--- src/rrpg_pkg.sv ---
// ----------------------------------------------------------------------------
// rrpg_pkg
// shared types, constants and the cordic arctangent table
// ----------------------------------------------------------------------------
package rrpg_pkg;

   localparam int COORD_BITS_DEF   = 13;
   localparam int CORDIC_STEPS_DEF = 16;
   localparam int TABLE_LEN        = 24;

   localparam int COLOR_W  = 17;
   localparam int AMOUNT_W = 17;
   localparam int ROT_W    = 16;
   localparam int CENTER_W = 17;
   localparam int OUT_W    = 18;
   localparam int CSR_IDX_W = 3;
   localparam int CSR_DATA_W = 17;

   // angle in 2^-24 turn, carried with headroom
   localparam int ANG_W    = 26;
   // vectoring datapath: offsets scaled by 2^12, plus cordic growth
   localparam int VEC_W    = 36;
   // rotation datapath
   localparam int SIN_W    = 33;

   localparam logic signed [ANG_W-1:0] HALF_TURN    = ANG_W'(8388608);
   localparam logic signed [ANG_W-1:0] QUARTER_TURN = ANG_W'(4194304);
   localparam logic signed [SIN_W-1:0] SINE_START   = SIN_W'(652032874);
   localparam logic signed [OUT_W-1:0] GAIN_ONE     = OUT_W'(65536);

   typedef enum logic [CSR_IDX_W-1:0] {
      REG_CENTER_X    = 3'd0,
      REG_CENTER_Y    = 3'd1,
      REG_RAY_AMOUNT  = 3'd2,
      REG_ROTATION    = 3'd3,
      REG_COLOR_RED   = 3'd4,
      REG_COLOR_GREEN = 3'd5,
      REG_COLOR_BLUE  = 3'd6,
      REG_COLOR_ALPHA = 3'd7
   } csr_index_type;

   typedef struct packed {
      logic [CENTER_W-1:0] center_x;
      logic [CENTER_W-1:0] center_y;
      logic [AMOUNT_W-1:0] ray_amount;
      logic [ROT_W-1:0]    rotation;
      logic [COLOR_W-1:0]  color_red;
      logic [COLOR_W-1:0]  color_green;
      logic [COLOR_W-1:0]  color_blue;
      logic [COLOR_W-1:0]  color_alpha;
   } csr_type;

   function automatic logic signed [ANG_W-1:0] arc_angle(input int i);
      logic signed [ANG_W-1:0] t;
      case (i)
         0:  t = ANG_W'(2097152);
         1:  t = ANG_W'(1238021);
         2:  t = ANG_W'(654136);
         3:  t = ANG_W'(332050);
         4:  t = ANG_W'(166669);
         5:  t = ANG_W'(83416);
         6:  t = ANG_W'(41718);
         7:  t = ANG_W'(20860);
         8:  t = ANG_W'(10430);
         9:  t = ANG_W'(5215);
         10: t = ANG_W'(2608);
         11: t = ANG_W'(1304);
         12: t = ANG_W'(652);
         13: t = ANG_W'(326);
         14: t = ANG_W'(163);
         15: t = ANG_W'(81);
         16: t = ANG_W'(41);
         17: t = ANG_W'(20);
         18: t = ANG_W'(10);
         19: t = ANG_W'(5);
         20: t = ANG_W'(3);
         21: t = ANG_W'(1);
         22: t = ANG_W'(1);
         default: t = '0;
      endcase
      return t;
   endfunction

endpackage

--- src/rrpg_sine_stage.sv ---
// ----------------------------------------------------------------------------
// rrpg_sine_stage
// one registered rotation cordic iteration with a side payload
// ----------------------------------------------------------------------------
module rrpg_sine_stage
   import rrpg_pkg::*;
#(
   parameter int STEP   = 0,
   parameter int SIDE_W = 1
) (
   input  logic                    clock,
   input  logic                    reset,
   input  logic                    advance,
   input  logic                    valid_in,
   input  logic signed [SIN_W-1:0] x_in,
   input  logic signed [SIN_W-1:0] y_in,
   input  logic signed [ANG_W-1:0] z_in,
   input  logic [SIDE_W-1:0]       side_in,
   output logic                    valid_out,
   output logic signed [SIN_W-1:0] x_out,
   output logic signed [SIN_W-1:0] y_out,
   output logic signed [ANG_W-1:0] z_out,
   output logic [SIDE_W-1:0]       side_out
);
   logic                    valid_ff;
   logic signed [SIN_W-1:0] x_ff, y_ff, x_in_n, y_in_n;
   logic signed [ANG_W-1:0] z_ff, z_in_n;
   logic [SIDE_W-1:0]       side_ff;

   always_comb begin
      if (z_in >= 0) begin
         x_in_n = x_in - (y_in >>> STEP);
         y_in_n = y_in + (x_in >>> STEP);
         z_in_n = z_in - arc_angle(STEP);
      end else begin
         x_in_n = x_in + (y_in >>> STEP);
         y_in_n = y_in - (x_in >>> STEP);
         z_in_n = z_in + arc_angle(STEP);
      end
   end

   always_ff @(posedge clock) begin
      if (reset) begin
         valid_ff <= 1'b0;
      end else if (advance) begin
         valid_ff <= valid_in;
      end
      if (advance) begin
         x_ff    <= x_in_n;
         y_ff    <= y_in_n;
         z_ff    <= z_in_n;
         side_ff <= side_in;
      end
   end

   assign valid_out = valid_ff;
   assign x_out     = x_ff;
   assign y_out     = y_ff;
   assign z_out     = z_ff;
   assign side_out  = side_ff;
endmodule

--- config.mk ---
export PLATFORM = sky130hd
export DESIGN_NAME = rrpg_sine_stage
export DESIGN_NICKNAME = d
export VERILOG_FILES = /design/src/rrpg_pkg.sv /design/src/rrpg_sine_stage.sv
export SDC_FILE = /design/constraint.sdc
export NUM_CORES = 1
export LEC_CHECK = 0
export ABC_CLOCK_PERIOD_IN_PS = 5300
export BUFFER_PORTS_ARGS = -buffer_cell sky130_fd_sc_hd__buf_2
export CORE_MARGIN = 2
export CORE_UTILIZATION = 50
export CTS_CLUSTER_SIZE = 8
export DETAILED_ROUTE_END_ITERATION = 16
export PLACE_DENSITY = 0.75
export SYNTH_ARGS = -nofsm -noshare
export SYNTH_HDL_FRONTEND = slang
export SYNTH_SLANG_ARGS = --single-unit
--- constraint.sdc ---
create_clock -name clock -period 5.3 [get_ports clock]
set_input_delay 0.795 -clock clock [delete_from_list [all_inputs] [get_ports clock]]
set_output_delay 0.795 -clock clock [all_outputs]
set_load 0.01 [all_outputs]
After elaboration in Yosys (flattened, before gate mapping)

Index checks and enable logic that the tools add are counted.

$add $sub $neg: 5
$lt $le $gt $ge: 1
Mux-type cells: 3

Operator list:

| operator                                                                             | count |
|---|---|
| 33-bit two-way mux                                                                   | 2 |
| 33-bit subtractor                                                                    | 2 |
| 33-bit adder                                                                         | 1 |
| 26-bit by 23-bit adder with 26-bit output, second input constant                     | 1 |
| 26-bit by 1-bit greater-or-equal comparator with 1-bit output, second input constant | 1 |
| 26-bit two-way mux                                                                   | 1 |
| 26-bit by 23-bit subtractor with 26-bit output, second input constant                | 1 |

Register bits after elaboration: 94
Bits of input ports: 97
Output and inout bits: 94
Logic and storage cells: 14

Longest topological paths before layout

Depth in word-level cells: 2
Gate-level depth with buffers: 14

Least setup slack after synthesis

Ideal clock, no wire load.

Path type: input-to-reg
Start point: input port y_in[0]
End point: register y_ff[32], in the netlist y_out[32], data pin
Library setup time: 0.265 ns
Arrival: 3.043 ns
Slack: 1.992 ns
Stages on the path: 12
Cell sequence: inv_1 ha_1 fa_1 and4b_1 a2111oi_2 o211ai_2 a31oi_1 o21a_1 nand2b_1 a2111oi_0 o22ai_1 xor2_1

Word-level cells in the longest chain between the ends: 2
Elaborated cells on any way between the ends: 3
Those cells by class: add/sub (2); mux (1)

Ends and longest elaborated chain:

| what                                                     | line                                         | source |
|---|---|---|
| start: declaration                                       | rrpg_sine_stage.sv:16                        | `input logic signed [SIN_W-1:0] y_in,` |
| 33-bit subtractor / 33-bit adder (equally long branches) | rrpg_sine_stage.sv:37, rrpg_sine_stage.sv:33 |  |
| 33-bit two-way mux *                                     | rrpg_sine_stage.sv:31                        | `if (z_in >= 0) begin` |
| via y_in_n[32]                                           | rrpg_sine_stage.sv:26                        | `logic signed [SIN_W-1:0] x_ff, y_ff, x_in_n, y_in_n;` |
| end signal: assignment                                   | rrpg_sine_stage.sv:50                        | `y_ff <= y_in_n;` |
| end: declaration                                         | rrpg_sine_stage.sv:26                        |  |

The timed path passes the listed nets; every way through them passes the cells marked *.
A chain may end at the register's enable or synchronous reset.

Final worst setup path

Start point: input port x_in[18]
End point: register x_ff[29], in the netlist x_out[29], data pin

Word-level cells in the longest chain between the ends: 2
Elaborated cells on any way between the ends: 3
Those cells by class: add/sub (2); mux (1)

Ends and longest elaborated chain:

| what                                                     | line                                         | source |
|---|---|---|
| start: declaration                                       | rrpg_sine_stage.sv:15                        | `input logic signed [SIN_W-1:0] x_in,` |
| 33-bit adder / 33-bit subtractor (equally long branches) | rrpg_sine_stage.sv:36, rrpg_sine_stage.sv:32 |  |
| 33-bit two-way mux *                                     | rrpg_sine_stage.sv:31                        |  |
| via x_in_n[29]                                           | rrpg_sine_stage.sv:26                        |  |
| end signal: assignment                                   | rrpg_sine_stage.sv:49                        | `x_ff <= x_in_n;` |
| end: declaration                                         | rrpg_sine_stage.sv:26                        |  |

Marked as above.

==> impl_metrics.env <==
export IMPL_dp_hpwl_mm=20.2
export IMPL_crit_required_ns=5.40
export IMPL_seqPwrFrac_pct=37.6
export IMPL_crit_type="in -> reg"
export IMPL_rsz0062_at_grt="no"
export IMPL_antenna_found_initial=0
export IMPL_p_switching_mw=0.960
export IMPL_grtUsageMet2_pct=43.1
export IMPL_fmaxAchievable_mhz=249
export IMPL_cts_hold_buf=0
export IMPL_fin_ws_ns=1.29
export IMPL_synth_async_sr_flop_share_pct=0
export IMPL_diodes=0
export IMPL_irDropWorstVdd_v=0.000160
export IMPL_place_inst=1350
export IMPL_synth_edf_count=92
export IMPL_die_area_um2=18200
export IMPL_drive_gt1_share_pct=20.4
export IMPL_grt_ovfl_total=0
export IMPL_synth_flop_cell="edfxtp_1"
export IMPL_clkTransAtPathRegs_ns=0.07
export IMPL_p_int_mw=1.65
export IMPL_p_leak_nw=4.45
export IMPL_use_met1_pct=40.5
export IMPL_cts_resized=0
export IMPL_syn_inst=977
export IMPL_ant_nets=0
export IMPL_synth_top_cells_by_count="a21oi_1 (119), ha_1 (100), nor2_1 (100), edfxtp_1 (92), inv_1 (88)"
export IMPL_grt_usage_pct=28.0
export IMPL_finalCritPeriodShare_pct=75.6
export IMPL_clkPwrFrac_pct=25.5
export IMPL_gp_congestion=0.946
export IMPL_period_needed_ns=4.01
export IMPL_clkSinkCount=93
export IMPL_clockRootBuffer="clkbuf_16"
export IMPL_cts_setup_buffers=0
export IMPL_syn_nets=1178
export IMPL_synthDominantCellAreaShare_pct=32.3
export IMPL_drt_initial_drc_count=776
export IMPL_yosysUniqueCellTypes=73
export IMPL_wirelength_mm=25.7
export IMPL_grt_max_degree=60
export IMPL_grt_busiest_layer="met2"
export IMPL_clk_latency_ns=0.35
export IMPL_rows=47
export IMPL_syn_cell_area_um2=8550
export IMPL_synthMostInstantiatedCell="a21oi_1"
export IMPL_place_ws_ns=1.04
export IMPL_fin_nets=1342
export IMPL_cts_max_level=3
export IMPL_fillers=1469
export IMPL_start_util_pct=51.4
export IMPL_fin_skew_ns=0
export IMPL_min_path_cells=2
export IMPL_synth_warnings=0
export IMPL_avgSynthCellArea_um2=8.75
export IMPL_power_density_nw_per_um2=262
export IMPL_hold_ws_ns=0.503
export IMPL_endpoint_kind="flop"
export IMPL_syn_to_final_growth_pct=16.2
export IMPL_drcViolationCount=0
export IMPL_combPwrFrac_pct=36.9
export IMPL_hold_viol=0
export IMPL_rr_worst_depth=2
export IMPL_finalSetupViolations=0
export IMPL_num_vias=8086
export IMPL_core_area_um2=16600
export IMPL_maxSlewViolCount=0
export IMPL_cp_start_kind="input port"
export IMPL_outcome="finished, final reports clean"
export IMPL_cts_buffer_depth=2
export IMPL_routed_via_density=5.92
export IMPL_yosysSeqAreaShare_pct=32.5
export IMPL_worst_pin_slew_ns=0.803
export IMPL_hold_path_class="reg -> reg"
export IMPL_io_buffers=190
export IMPL_io_pins=191
export IMPL_numCtsBuffers=9
export IMPL_die_h_um=135
export IMPL_use_met3_pct=4.02
export IMPL_stdcell_count=1366
export IMPL_drv_cap=0
export IMPL_fp_dieW_um=135
export IMPL_drt_pass1_iter_count=6
export IMPL_wl_per_cell_um=18.8
export IMPL_ys_ff_latch=93
export IMPL_worstPathArrival_ns=4.11
export IMPL_slew_headroom_pct=46.4
export IMPL_cp_max_fo=13
export IMPL_power_total_mw=2.61
export IMPL_synth_top_area_cell="edfxtp_1"
export IMPL_finalSetupTns_ns=0
export IMPL_grt_pass1_wl_mm=39.7
export IMPL_p_sw_share_pct=36.8
export IMPL_cts_tree="yes"
export IMPL_grt_pass1_vias=7325
export IMPL_synthTopCellsByArea="edfxtp_1 (32%), ha_1 (15%), a21oi_1 (7.0%), xnor2_1 (6.1%), nor2_1 (4.4%)"
## power by group through the flow
stage	combinational (mW)	clock, mW	sequential (mW)
after floorplan	0.545	0	1.05
after global placement	0.941	0	0.996
after detailed placement	0.943	0	0.998
after CTS	0.948	0.677	0.982
after global routing	1.04	0.705	0.989
final	0.961	0.664	0.980
## cell type report
class	count	area, µm²	share of cell area [%]
repair buffers	195	991	9.97
flip-flops and latches	93	2780	28.0
multi-input cells	748	5240	52.7
inverters	94	353	3.55
well taps	220	275	2.77
clock buffers	9	225	2.27
clock inverters	7	78.8	0.793
## logic make-up after synthesis
logic type | after synthesis | share of synthesized area [%]
multiplexers | 12 | 1.40
flip-flops | 93 | 32.5
AO/OA/AOI/OAI | 316 | 23.4
buffers and inverters | 136 | 6.28
XOR/XNOR | 67 | 6.86
AND/OR/NAND/NOR | 249 | 14.0
adder cells (fa/ha/maj) | 104 | 15.6
## placed cells by master, fill, tap and decap left out, drive strengths merged, types with 18 or more instances in the layout
cell type,netlist,final
inv,90,93
a21o,24,24
nor2,101,101
nand3,18,18
edfxtp,92,92
buf,18,195
o21ai,68,68
nand2,47,47
a21oi,119,119
ha,100,100
xnor2,60,60
## sequential cells by signal (all words and copies together), names as in the netlist
register	cells
y_out	32
side_out	1
x_out	33
z_out	26
valid_out	1
## metrics by stage
stage	utilization [%]	area, µm²
floorplan	-	8550
global placement	57.9	9640
detailed placement	57.9	9640
CTS	59.7	9940
global route	59.7	9940
finish	59.7	9940
## metal layers
metal,up-vias,wire length (µm)
met5,-,0
met2,397,11400
met4,0,590
met1,3820,11700
met3,42,1930
li1,3827,-
## worst max-delay path, cell delays in order
cell and delay, ns:
buf_2 0.10, inv_1 0.04, ha_1 0.57, inv_1 0.27
a21oi_1 0.31, o311ai_0 0.27, a2111oi_2 0.59, o31ai_1 0.33
a2111oi_2 0.44, nor2_1 0.09, a21oi_1 0.20, xnor2_1 0.09
## final timing paths
path / slack [ns] / end / startpoint
worst max-delay path: 1.29 / x_out[29] / x_in[18]
worst min-delay path: 0.50 / valid_out / valid_out
worst max register to register: 4.72 / valid_out / valid_out
worst min register to register: 0.50 / valid_out / valid_out
No activity file was read; power rests on OpenSTA's default activity.
