File: src/rrpg_pkg.sv
// ----------------------------------------------------------------------------
// rrpg_pkg
// shared types, constants and the cordic arctangent table
// ----------------------------------------------------------------------------
package rrpg_pkg;

   localparam int COORD_BITS_DEF   = 13;
   localparam int CORDIC_STEPS_DEF = 16;
   localparam int TABLE_LEN        = 24;

   localparam int COLOR_W  = 17;
   localparam int AMOUNT_W = 17;
   localparam int ROT_W    = 16;
   localparam int CENTER_W = 17;
   localparam int OUT_W    = 18;
   localparam int CSR_IDX_W = 3;
   localparam int CSR_DATA_W = 17;

   // angle in 2^-24 turn, carried with headroom
   localparam int ANG_W    = 26;
   // vectoring datapath: offsets scaled by 2^12, plus cordic growth
   localparam int VEC_W    = 36;
   // rotation datapath
   localparam int SIN_W    = 33;

   localparam logic signed [ANG_W-1:0] HALF_TURN    = ANG_W'(8388608);
   localparam logic signed [ANG_W-1:0] QUARTER_TURN = ANG_W'(4194304);
   localparam logic signed [SIN_W-1:0] SINE_START   = SIN_W'(652032874);
   localparam logic signed [OUT_W-1:0] GAIN_ONE     = OUT_W'(65536);

   typedef enum logic [CSR_IDX_W-1:0] {
      REG_CENTER_X    = 3'd0,
      REG_CENTER_Y    = 3'd1,
      REG_RAY_AMOUNT  = 3'd2,
      REG_ROTATION    = 3'd3,
      REG_COLOR_RED   = 3'd4,
      REG_COLOR_GREEN = 3'd5,
      REG_COLOR_BLUE  = 3'd6,
      REG_COLOR_ALPHA = 3'd7
   } csr_index_type;

   typedef struct packed {
      logic [CENTER_W-1:0] center_x;
      logic [CENTER_W-1:0] center_y;
      logic [AMOUNT_W-1:0] ray_amount;
      logic [ROT_W-1:0]    rotation;
      logic [COLOR_W-1:0]  color_red;
      logic [COLOR_W-1:0]  color_green;
      logic [COLOR_W-1:0]  color_blue;
      logic [COLOR_W-1:0]  color_alpha;
   } csr_type;

   function automatic logic signed [ANG_W-1:0] arc_angle(input int i);
      logic signed [ANG_W-1:0] t;
      case (i)
         0:  t = ANG_W'(2097152);
         1:  t = ANG_W'(1238021);
         2:  t = ANG_W'(654136);
         3:  t = ANG_W'(332050);
         4:  t = ANG_W'(166669);
         5:  t = ANG_W'(83416);
         6:  t = ANG_W'(41718);
         7:  t = ANG_W'(20860);
         8:  t = ANG_W'(10430);
         9:  t = ANG_W'(5215);
         10: t = ANG_W'(2608);
         11: t = ANG_W'(1304);
         12: t = ANG_W'(652);
         13: t = ANG_W'(326);
         14: t = ANG_W'(163);
         15: t = ANG_W'(81);
         16: t = ANG_W'(41);
         17: t = ANG_W'(20);
         18: t = ANG_W'(10);
         19: t = ANG_W'(5);
         20: t = ANG_W'(3);
         21: t = ANG_W'(1);
         22: t = ANG_W'(1);
         default: t = '0;
      endcase
      return t;
   endfunction

endpackage

File: src/rrpg_vector_stage.sv
// ----------------------------------------------------------------------------
// rrpg_vector_stage
// one registered vectoring cordic iteration with a side payload
// ----------------------------------------------------------------------------
module rrpg_vector_stage
   import rrpg_pkg::*;
#(
   parameter int STEP   = 0,
   parameter int SIDE_W = 1
) (
   input  logic                    clock,
   input  logic                    reset,
   input  logic                    advance,
   input  logic                    valid_in,
   input  logic signed [VEC_W-1:0] x_in,
   input  logic signed [VEC_W-1:0] y_in,
   input  logic signed [ANG_W-1:0] z_in,
   input  logic [SIDE_W-1:0]       side_in,
   output logic                    valid_out,
   output logic signed [VEC_W-1:0] x_out,
   output logic signed [VEC_W-1:0] y_out,
   output logic signed [ANG_W-1:0] z_out,
   output logic [SIDE_W-1:0]       side_out
);
   logic                    valid_ff;
   logic signed [VEC_W-1:0] x_ff, y_ff, x_in_n, y_in_n;
   logic signed [ANG_W-1:0] z_ff, z_in_n;
   logic [SIDE_W-1:0]       side_ff;

   always_comb begin
      if (y_in > 0) begin
         x_in_n = x_in + (y_in >>> STEP);
         y_in_n = y_in - (x_in >>> STEP);
         z_in_n = z_in + arc_angle(STEP);
      end else begin
         x_in_n = x_in - (y_in >>> STEP);
         y_in_n = y_in + (x_in >>> STEP);
         z_in_n = z_in - arc_angle(STEP);
      end
   end

   always_ff @(posedge clock) begin
      if (reset) begin
         valid_ff <= 1'b0;
      end else if (advance) begin
         valid_ff <= valid_in;
      end
      if (advance) begin
         x_ff    <= x_in_n;
         y_ff    <= y_in_n;
         z_ff    <= z_in_n;
         side_ff <= side_in;
      end
   end

   assign valid_out = valid_ff;
   assign x_out     = x_ff;
   assign y_out     = y_ff;
   assign z_out     = z_ff;
   assign side_out  = side_ff;
endmodule

File: config.mk
export PLATFORM = sky130hd
export DESIGN_NAME = rrpg_vector_stage
export DESIGN_NICKNAME = d
export VERILOG_FILES = /design/src/rrpg_pkg.sv /design/src/rrpg_vector_stage.sv
export SDC_FILE = /design/constraint.sdc
export NUM_CORES = 1
export LEC_CHECK = 0
export BUFFER_PORTS_ARGS = -buffer_cell sky130_fd_sc_hd__buf_2
export CAP_MARGIN = 20
export CORE_MARGIN = 8
export CORE_UTILIZATION = 40
export DETAILED_ROUTE_END_ITERATION = 6
export HOLD_SLACK_MARGIN = 0.1
export PLACE_DENSITY = 0.76
export SYNTH_ARGS = -nofsm -noshare
export SYNTH_HDL_FRONTEND = slang
export SYNTH_SLANG_ARGS = --single-unit
File: constraint.sdc
create_clock -name clock -period 2.46 [get_ports clock]
set_clock_uncertainty 0.1 [all_clocks]
set_input_delay 0 -clock clock [delete_from_list [all_inputs] [get_ports clock]]
set_output_delay 0 -clock clock [all_outputs]
set_load 0.1 [all_outputs]
* Word level (Yosys, flattened, before mapping) *
Index checks and enable logic that the tools add are counted.

word-level totals
  register bits after elaboration = 100
  input port bits = 103
  output and inout port bits = 100
  word-level logic and storage cells = 14

cells by class
  add/sub/neg operators = 5
  order comparisons = 1
  mux-type cells = 3

operator list
  kind                                                            number
  two-way mux 36 bit                                              2
  subtractor 36 bit                                               2
  adder 36 bit                                                    1
  greater-than comparator 36 x 1 -> 1 bit, second input constant  1
  adder 26 x 23 -> 26 bit, second input constant                  1
  two-way mux 26 bit                                              1
  subtractor 26 x 23 -> 26 bit, second input constant             1

* Longest topological paths before layout *
Gate-level depths: netlist of the first run.

  depth after elaboration = 2
  mapped depth = 11
  mapped depth without buffers = 11

* Worst setup path before layout of the first run *
No wires, ideal clock.

  path type = in2reg
  from = in x_in[6]
  to = reg x_ff[33], in the netlist x_out[33] (data pin)
  setup time = 0.267 ns
  arrival time = 2.003 ns
  data required time = 2.093 ns
  slack = 0.090 ns
  stages on the path = 10
  path buffers = 0
  path through = inv_1 -> ha_1 -> a21o_1 -> a211oi_2 -> nor3_1 -> or4_4 -> nand3b_2 -> nand2_2 -> a2111oi_4 -> nor4_2

on the way
  word-level cells in the longest chain between the ends = 2

RTL lines
  element                                                   RTL line                                          RTL
  from (decl)                                               rrpg_vector_stage.sv:15                           input logic signed [VEC_W-1:0] x_in,
  subtractor 36 bit / adder 36 bit (equally long branches)  rrpg_vector_stage.sv:36, rrpg_vector_stage.sv:32
  two-way mux 36 bit *                                      rrpg_vector_stage.sv:31                           if (y_in > 0) begin
  net x_in_n[33]                                            rrpg_vector_stage.sv:26                           logic signed [VEC_W-1:0] x_ff, y_ff, x_in_n, y_in_n;
  to (signal assigned)                                      rrpg_vector_stage.sv:49                           x_ff <= x_in_n;
  to (decl)                                                 rrpg_vector_stage.sv:26

The timed path passes the listed nets; every way through them passes the cells marked *.
A chain may end at the register's enable or synchronous reset.

* Worst setup path in the final report of the first run *
  from = in y_in[0]
  to = reg y_ff[26], in the netlist y_out[26] (data pin)

on the way
  word-level cells in the longest chain between the ends = 2

RTL lines
  element                                     RTL line                 RTL
  from (decl)                                 rrpg_vector_stage.sv:16  input logic signed [VEC_W-1:0] y_in,
  adder 36 bit, or another cell as far along  rrpg_vector_stage.sv:37  y_in_n = y_in + (x_in >>> STEP);
  two-way mux 36 bit *                        rrpg_vector_stage.sv:31
  net y_in_n[26]                              rrpg_vector_stage.sv:26
  to (signal assigned)                        rrpg_vector_stage.sv:50  y_ff <= y_in_n;
  to (decl)                                   rrpg_vector_stage.sv:26

Marked as above.

==> metrics.md, run 1 <==
| Metric | Value |
|---|---|
| Status | `completed` |
| Seq/Total Area, Yosys | `between 20% and 30%` |
| Top delay family on crit path | `compound AO/OA/AOI/OAI gates` |
| Port-buffer cells | `around 200` |
| Post-synth EDFFs | `between 90 and 100` |
| Post-Synthesis Cells | `~1,200` |
| CTS buffer count | `9` |
| Antenna Diode Count | `0` |
| DRT Pass-1 Iters | `5` |
| Synth cell types | `86` |
| Pin count of the biggest net entering global routing | `47` |
| Synth top cells by count | `141 x a21oi_1, 108 x ha_1, 107 x inv_1` |
| Fin. max-slew vios | `0` |
| Crit path DAT | `2.40 ns` |
| Final hold vios | `0` |
| Hold Crit Class | `input port to flop` |
| Initial antenna violation count | `0` |
| Crit path top cell by count | `buf_4` |
| # H-tree levels | `3` |
| Crit-path slowest cell | `fa_1` |
| Leak pwr | `a little under 7 nW` |
| Routed Antenna Nets | `0` |
| Worst Reg-to-Reg Cells | `3` |
| CP endpoint kind | `flop` |
| R2R Path End | `valid_out` |
| Register area | `0.002963 mm2` |
| Critical R2R Launch | `valid_out` |
| Gr ovfl total | `0` |
| Critical Path Start Type | `input port` |
| Crit-path cells | `buf_2, inv_1, ha_1, fa_1, nand2b_1, a211oi_1, buf_4, nor3_1, buf_4, o21ai_1, nand4_1, a21oi_2, a21oi_1, xnor2_1` |
| Max Cap Viol | `0` |
| Syn_nets | `~1,400` |
| Max clock buf depth | `2` |
| Avg Cell Area, Syn | `approximately 8.6 um2` |
| Pwr dens | `586.8 mW/mm2` |
| CP bufs+invs | `4` |
| Ys async rst share | `0%` |
| Final nets | `around 1,900` |
| RSZ-0062 raised after global routing | `true` |
| Crit Path Max Fanout | `4` |
| Core Rows | `between 50 and 60` |
| Vias in the first global route | `approximately 11,000` |
| Synth area leader | `edfxtp_1` |
| CTS root buf | `clkbuf_16` |
| Chip height | `~170 um` |
| Yosys reg bits | `99` |
| First-pass GRT wire length | `about 61,000 um` |
| Drt first-iter violations | `1,140` |
| Final WL | `39,330 um` |
| Clock Latency Late Sink | `0.36 ns` |
| Max incr delay on CP | `0.39 ns` |
| Overall routing resource usage | `25.10%` |
| Tot Pwr | `roughly 8.6 mW` |
| Post-DR vias/cell | `between 5 and 6` |
| Post-synth top area share | `slightly below 30%` |
| Slew headroom | `between 50% and 60%` |
| Final Wtd Congestion | `about 1` |
| Placeable Area | `0.02432 mm2` |
| Yosys warns | `0` |
| Syn Std Cell Area | `slightly below 0.01 mm2` |
| Final setup vio count | `0` |
| Clock Sink Count | `between 90 and 100` |
| Area delta synth->final | `47.98%` |
| Slew @ Worst Pin | `0.7166 ns` |
| Drt wl/cell | `between 15 and 20 um` |
| Fin crit share | `a little under 100%` |
| Final Util | `between 60% and 70%` |
| Layout cells sized above 1 | `about two fifths` |
| Post-route DRC | `0` |
| Top-count cell post-synth | `a21oi_1` |
| Worst VDD drop | `417.0 uV` |
| Vias | `around 11,000` |
| Hold path cells | `1` |
| IO Count | `slightly above 200` |
| Clk slew on worst S/H paths | `roughly 0.08 ns` |
| Die area | `0.03002 mm2` |
| Top cells by area, synth | `edfxtp_1 30%, ha_1 14%, a21oi_1 7.1%` |
| Hold Crit Endpoint | `y_out[12]` |
| Die W | `173.3 um` |
| Multi-input gate area | `around 0.0067 mm2` |
| CTS tree | `yes` |
| R2R setup slack | `~1.2 ns` |
| Filler cells | `roughly 2,100` |
| Fmax | `approximately 420 MHz` |
| Initial core utilization | `between 40% and 50%` |
| Primary FF master, synth | `edfxtp_1` |
| Hpwl dp | `between 30,000 and 40,000 um` |
| CP Class | `input port to flop` |
| Min cycle time layout | `2.398 ns` |
| Hold_sp | `advance` |
| Crit path required time | `about 2.5 ns` |
==> cell families (layout without fill, tap and decap cells) <==
group	count (synthesis)	after routing	share of synthesized area [%]
AO/OA/AOI/OAI	389	389	25.27
XOR/XNOR	66	66	5.843
adder cells (fa/ha/maj)	112	112	14.47
buffers and inverters	160	695	6.678
flip-flops	99	99	29.95
multiplexers	10	10	1.012
AND/OR/NAND/NOR	321	321	16.78
==> area by class of cell <==
type / count / share of cell area, %
flip-flops and latches: 99 / 20.24
well taps: 324 / 2.769
clock buffers: 10 / 1.632
clock inverters: 6 / 0.3931
inverters: 110 / 2.820
repair buffers: 569 / 26.71
multi-input cells: 898 / 45.44
==> state kept, by name, summed over array words and instances (netlist names) <==
name       cells
side_out       1
valid_out      1
x_out         36
y_out         35
z_out         26
==> worst reg2reg max path, delay by kind of cell (launching register included) <==
kind / cells / cell delay (ns)
buf+inv: 1 / 0.55
flops: 1 / 0.31
mux: 1 / 0.12
simple gates: 1 / 0.05
==> routing by layer <==
metal / routed length, um / track usage [%] / vias to the layer above
met2: 18320 / 41.14 / 480
met1: 17080 / 32.60 / 5239
li1: - / - / 5244
met3: 2779 / 4.596 / 68
met4: 1151 / 8.803 / 0
met5: 0 / 0 / -
==> how the worst max path moves through the flow <==
stage                       start   endpoint  slack, ns  depth (start not counted)
after global placement    y_in[1]  x_out[35]      -0.55                         12
final                     y_in[0]  y_out[26]       0.06                         14
after global routing      x_in[0]  x_out[28]      -0.03                         14
after detailed placement  y_in[1]  x_out[35]      -0.69                         12
after CTS                 x_in[3]  x_out[27]      -0.01                         12
after floorplan           x_in[6]  x_out[33]       0.09                         10
==> repair_timing <==
item / 4_1_cts / 5_1_grt
endpoints found under the setup margin: 19 / 36
pin swaps: 11 / 18
resized for setup: 20 / 63
hold endpoints to repair: 30 / 0
setup buffers: 2 / 5
hold buffers: 30 / 0
==> report_power, final <==
part           internal [mW]  switching [mW]
clock                  0.739           0.763
sequential              2.18          0.0669
combinational           1.45            3.39
==> cell usage in the layout, fill, tap and decap left out, types with 56 or more instances in the layout <==
master	n
xnor2_1	56
edfxtp_1	98
nor2_1	87
ha_1	98
a21oi_1	129
buf_4	332
nand2_1	72
buf_2	201
o21ai_0	59
inv_1	105
==> metrics by stage <==
stage	cell area [um2]	setup TNS, ns	instances	setup slack, ns	hold slack (ns)
floorplan	9893	0	1157	0.09040	-0.02762
global placement	13630	-17.39	1964	-0.5521	0.05688
detailed placement	13630	-17.86	1964	-0.6944	0.06504
CTS	14310	-0.01159	2011	-0.01159	0.1002
global route	14640	-0.09810	2016	-0.02984	0.1164
finish	14640	0	2016	0.06234	0.1029
No activity file was read; power rests on OpenSTA's default activity.
==> run 2: changes to the inputs <==
--- a/config.mk
+++ b/config.mk
@@ -11,7 +11,7 @@
 export CORE_UTILIZATION = 40
 export DETAILED_ROUTE_END_ITERATION = 6
 export HOLD_SLACK_MARGIN = 0.1
-export PLACE_DENSITY = 0.76
+export PLACE_DENSITY = 0.73
 export SYNTH_ARGS = -nofsm -noshare
 export SYNTH_HDL_FRONTEND = slang
 export SYNTH_SLANG_ARGS = --single-unit
==> constraint.sdc (replaced) <==
create_clock -name clock -period 2.6 [get_ports clock]
set_clock_uncertainty 0.1 [all_clocks]
set_input_delay 0 -clock clock [delete_from_list [all_inputs] [get_ports clock]]
set_output_delay 0 -clock clock [all_outputs]
set_load 0.1 [all_outputs]
==> metrics.md, run 2 (synthesis results as in run 1) <==
| Metric | Value |
|---|---|
| Status | `completed` |
| Drt wl/cell | `~19 um` |
| Hold_sp | `x_in[1]` |
| Leak pwr | `6.563 nW` |
| Most frequent cells in the layout | `285 x buf_4, 201 x buf_2, 138 x a21oi_1` |
| Pin count of the biggest net entering global routing | `47` |
| Clock Sink Count | `99` |
| Crit path required time | `approximately 2.6 ns` |
| Fmax | `~390 MHz` |
| Post-route DRC | `0` |
| CTS tree | `yes` |
| Post-DR vias/cell | `~5.4` |
| Final Wtd Congestion | `0.9875` |
| Slew @ Worst Pin | `between 0.6 and 0.7 ns` |
| Fin worst setup slack | `~0.028 ns` |
| First-pass GRT wire length | `59,130 um` |
| Non-filler instance count after layout | `between 1,500 and 2,000` |
| Hold Crit Class | `input port to flop` |
| Initial core utilization | `40.68%` |
| DP Cell Count | `1,920` |
| Final setup vio count | `0` |
| Slew headroom | `54.51%` |
| Post-Route Setup TNS | `0 ns` |
| Drt first-iter violations | `slightly below 1,000` |
| Area delta synth->final | `42.13%` |
| Vias | `roughly 11,000` |
| Layout cells sized above 1 | `34.55%` |
| Commonest non-fill, non-tap cell in the layout | `buf_4` |
| DRT Pass-1 Iters | `5` |
| Max clock buf depth | `2` |
| Die W | `173.3 um` |
| Max reg flops | `36` |
| Hpwl dp | `30,980 um` |
| CTS root buf | `clkbuf_16` |
| Overall routing resource usage | `approximately 24%` |
| Fin. max-slew vios | `0` |
| CTS buffer count | `9` |
| Routed Antenna Nets | `0` |
| Placeable Area | `around 0.024 mm2` |
| Worst Setup SP | `x_in[12]` |
| Critical R2R Launch | `valid_out` |
| Area after DPL | `between 0.01 and 0.015 mm2` |
| Vias in the first global route | `10,810` |
| Critical Path Start Type | `input port` |
| Max Cap Viol | `0` |
| Core Rows | `57` |
| Final nets | `between 1,500 and 2,000` |
| Chip height | `173.3 um` |
| # H-tree levels | `3` |
| Crit Path Max Fanout | `8` |
| DP Worst Slack | `-0.4452 ns` |
| Port-buffer cells | `between 200 and 250` |
| CP Class | `input port to flop` |
| Clk slew on worst S/H paths | `roughly 0.080 ns` |
| Fin crit share | `around 100%` |
| Final WL | `~38,000 um` |
| Initial antenna violation count | `1` |
| Final instance area | `between 0.01 and 0.015 mm2` |
| Clock Latency Late Sink | `approximately 0.36 ns` |
| Worst VDD drop | `between 400 and 500 uV` |
| Gr ovfl total | `0` |
| CP endpoint kind | `flop` |
| Die area | `~0.030 mm2` |
| Min cycle time layout | `around 2.6 ns` |
| IO Count | `between 200 and 250` |
| Pwr dens | `~560 mW/mm2` |
| Crit path DAT | `roughly 2.6 ns` |
| Final hold vios | `0` |
run 2: changes by cell type in the layout (fill, tap and decap cells not counted), moves of 6 or more:
| cell | previous run | this run |
|---|---|---|
| ha_1 | 98 | 105 |
| ha_2 | 9 | 2 |
| a21oi_1 | 129 | 138 |
| o21ai_0 | 59 | 65 |
| a21oi_2 | 14 | 4 |
| buf_4 | 332 | 285 |
run 2: stage by stage:
stage	util [%]	hold WS, ns	power, mW
after floorplan	-	-0.02762	5.146
after global placement	54.64	0.05808	6.430
after detailed placement	54.64	0.05978	6.452
after CTS	57.27	0.1111	7.887
after global routing	57.82	0.1583	8.245
final	57.82	0.1365	7.930
run 2: where the power goes:
group / total (mW) / internal [mW] / switching [mW]
combinational: 4.42 / 1.29 / 3.13
sequential: 2.12 / 2.06 / 0.0606
clock: 1.38 / 0.673 / 0.710
run 2: timing repair:
action / 4_1_cts / 5_1_grt
endpoints found under the hold margin: 59 / 0
hold buffers: 33 / 0
setup endpoints to repair: 2 / 14
gates resized for setup: 3 / 26
pin swaps: 3 / 13
cloned: 0 / 0
buffers inserted: 1 / 1
run 2: metal layers:
metal / share of wire (%) / vias up / global-route usage, % / wire (um)
li1: - / 5148 / - / -
met1: 44 / 5058 / 32.43 / 16660
met2: 46 / 467 / 39.71 / 17460
met3: 7.2 / 63 / 4.378 / 2719
met4: 2.6 / 0 / 7.725 / 996
met5: 0 / - / 0 / 0
run 2: layout make-up:
class	instances	area [um2]
Fill cell	2228	10260
Multi-Input combinational cell	898	6421
Timing Repair Buffer	524	3567
Sequential cell	99	2963
Inverter	110	412.9
Tap cell	324	405.4
Clock buffer	10	229.0
Clock inverter	6	60.06
Antenna cell	1	2.502
run 2: final timing paths:
path	to	slack, ns	cells past startpoint
setup / recovery	y_out[17]	0.03	11
hold / removal	y_out[1]	0.14	4
setup reg to reg	valid_out	1.35	3
hold reg to reg	valid_out	0.95	3
run 2: worst max-delay path, stage by stage:
cell and delay, ns:
buf_2 0.11, inv_1 0.05, ha_1 0.41, a21o_1 0.21
a21o_1 0.18, a21oi_1 0.36, o21ai_0 0.23, o21ba_2 0.25
o21ai_0 0.38, a21bo_2 0.28, xnor2_1 0.12
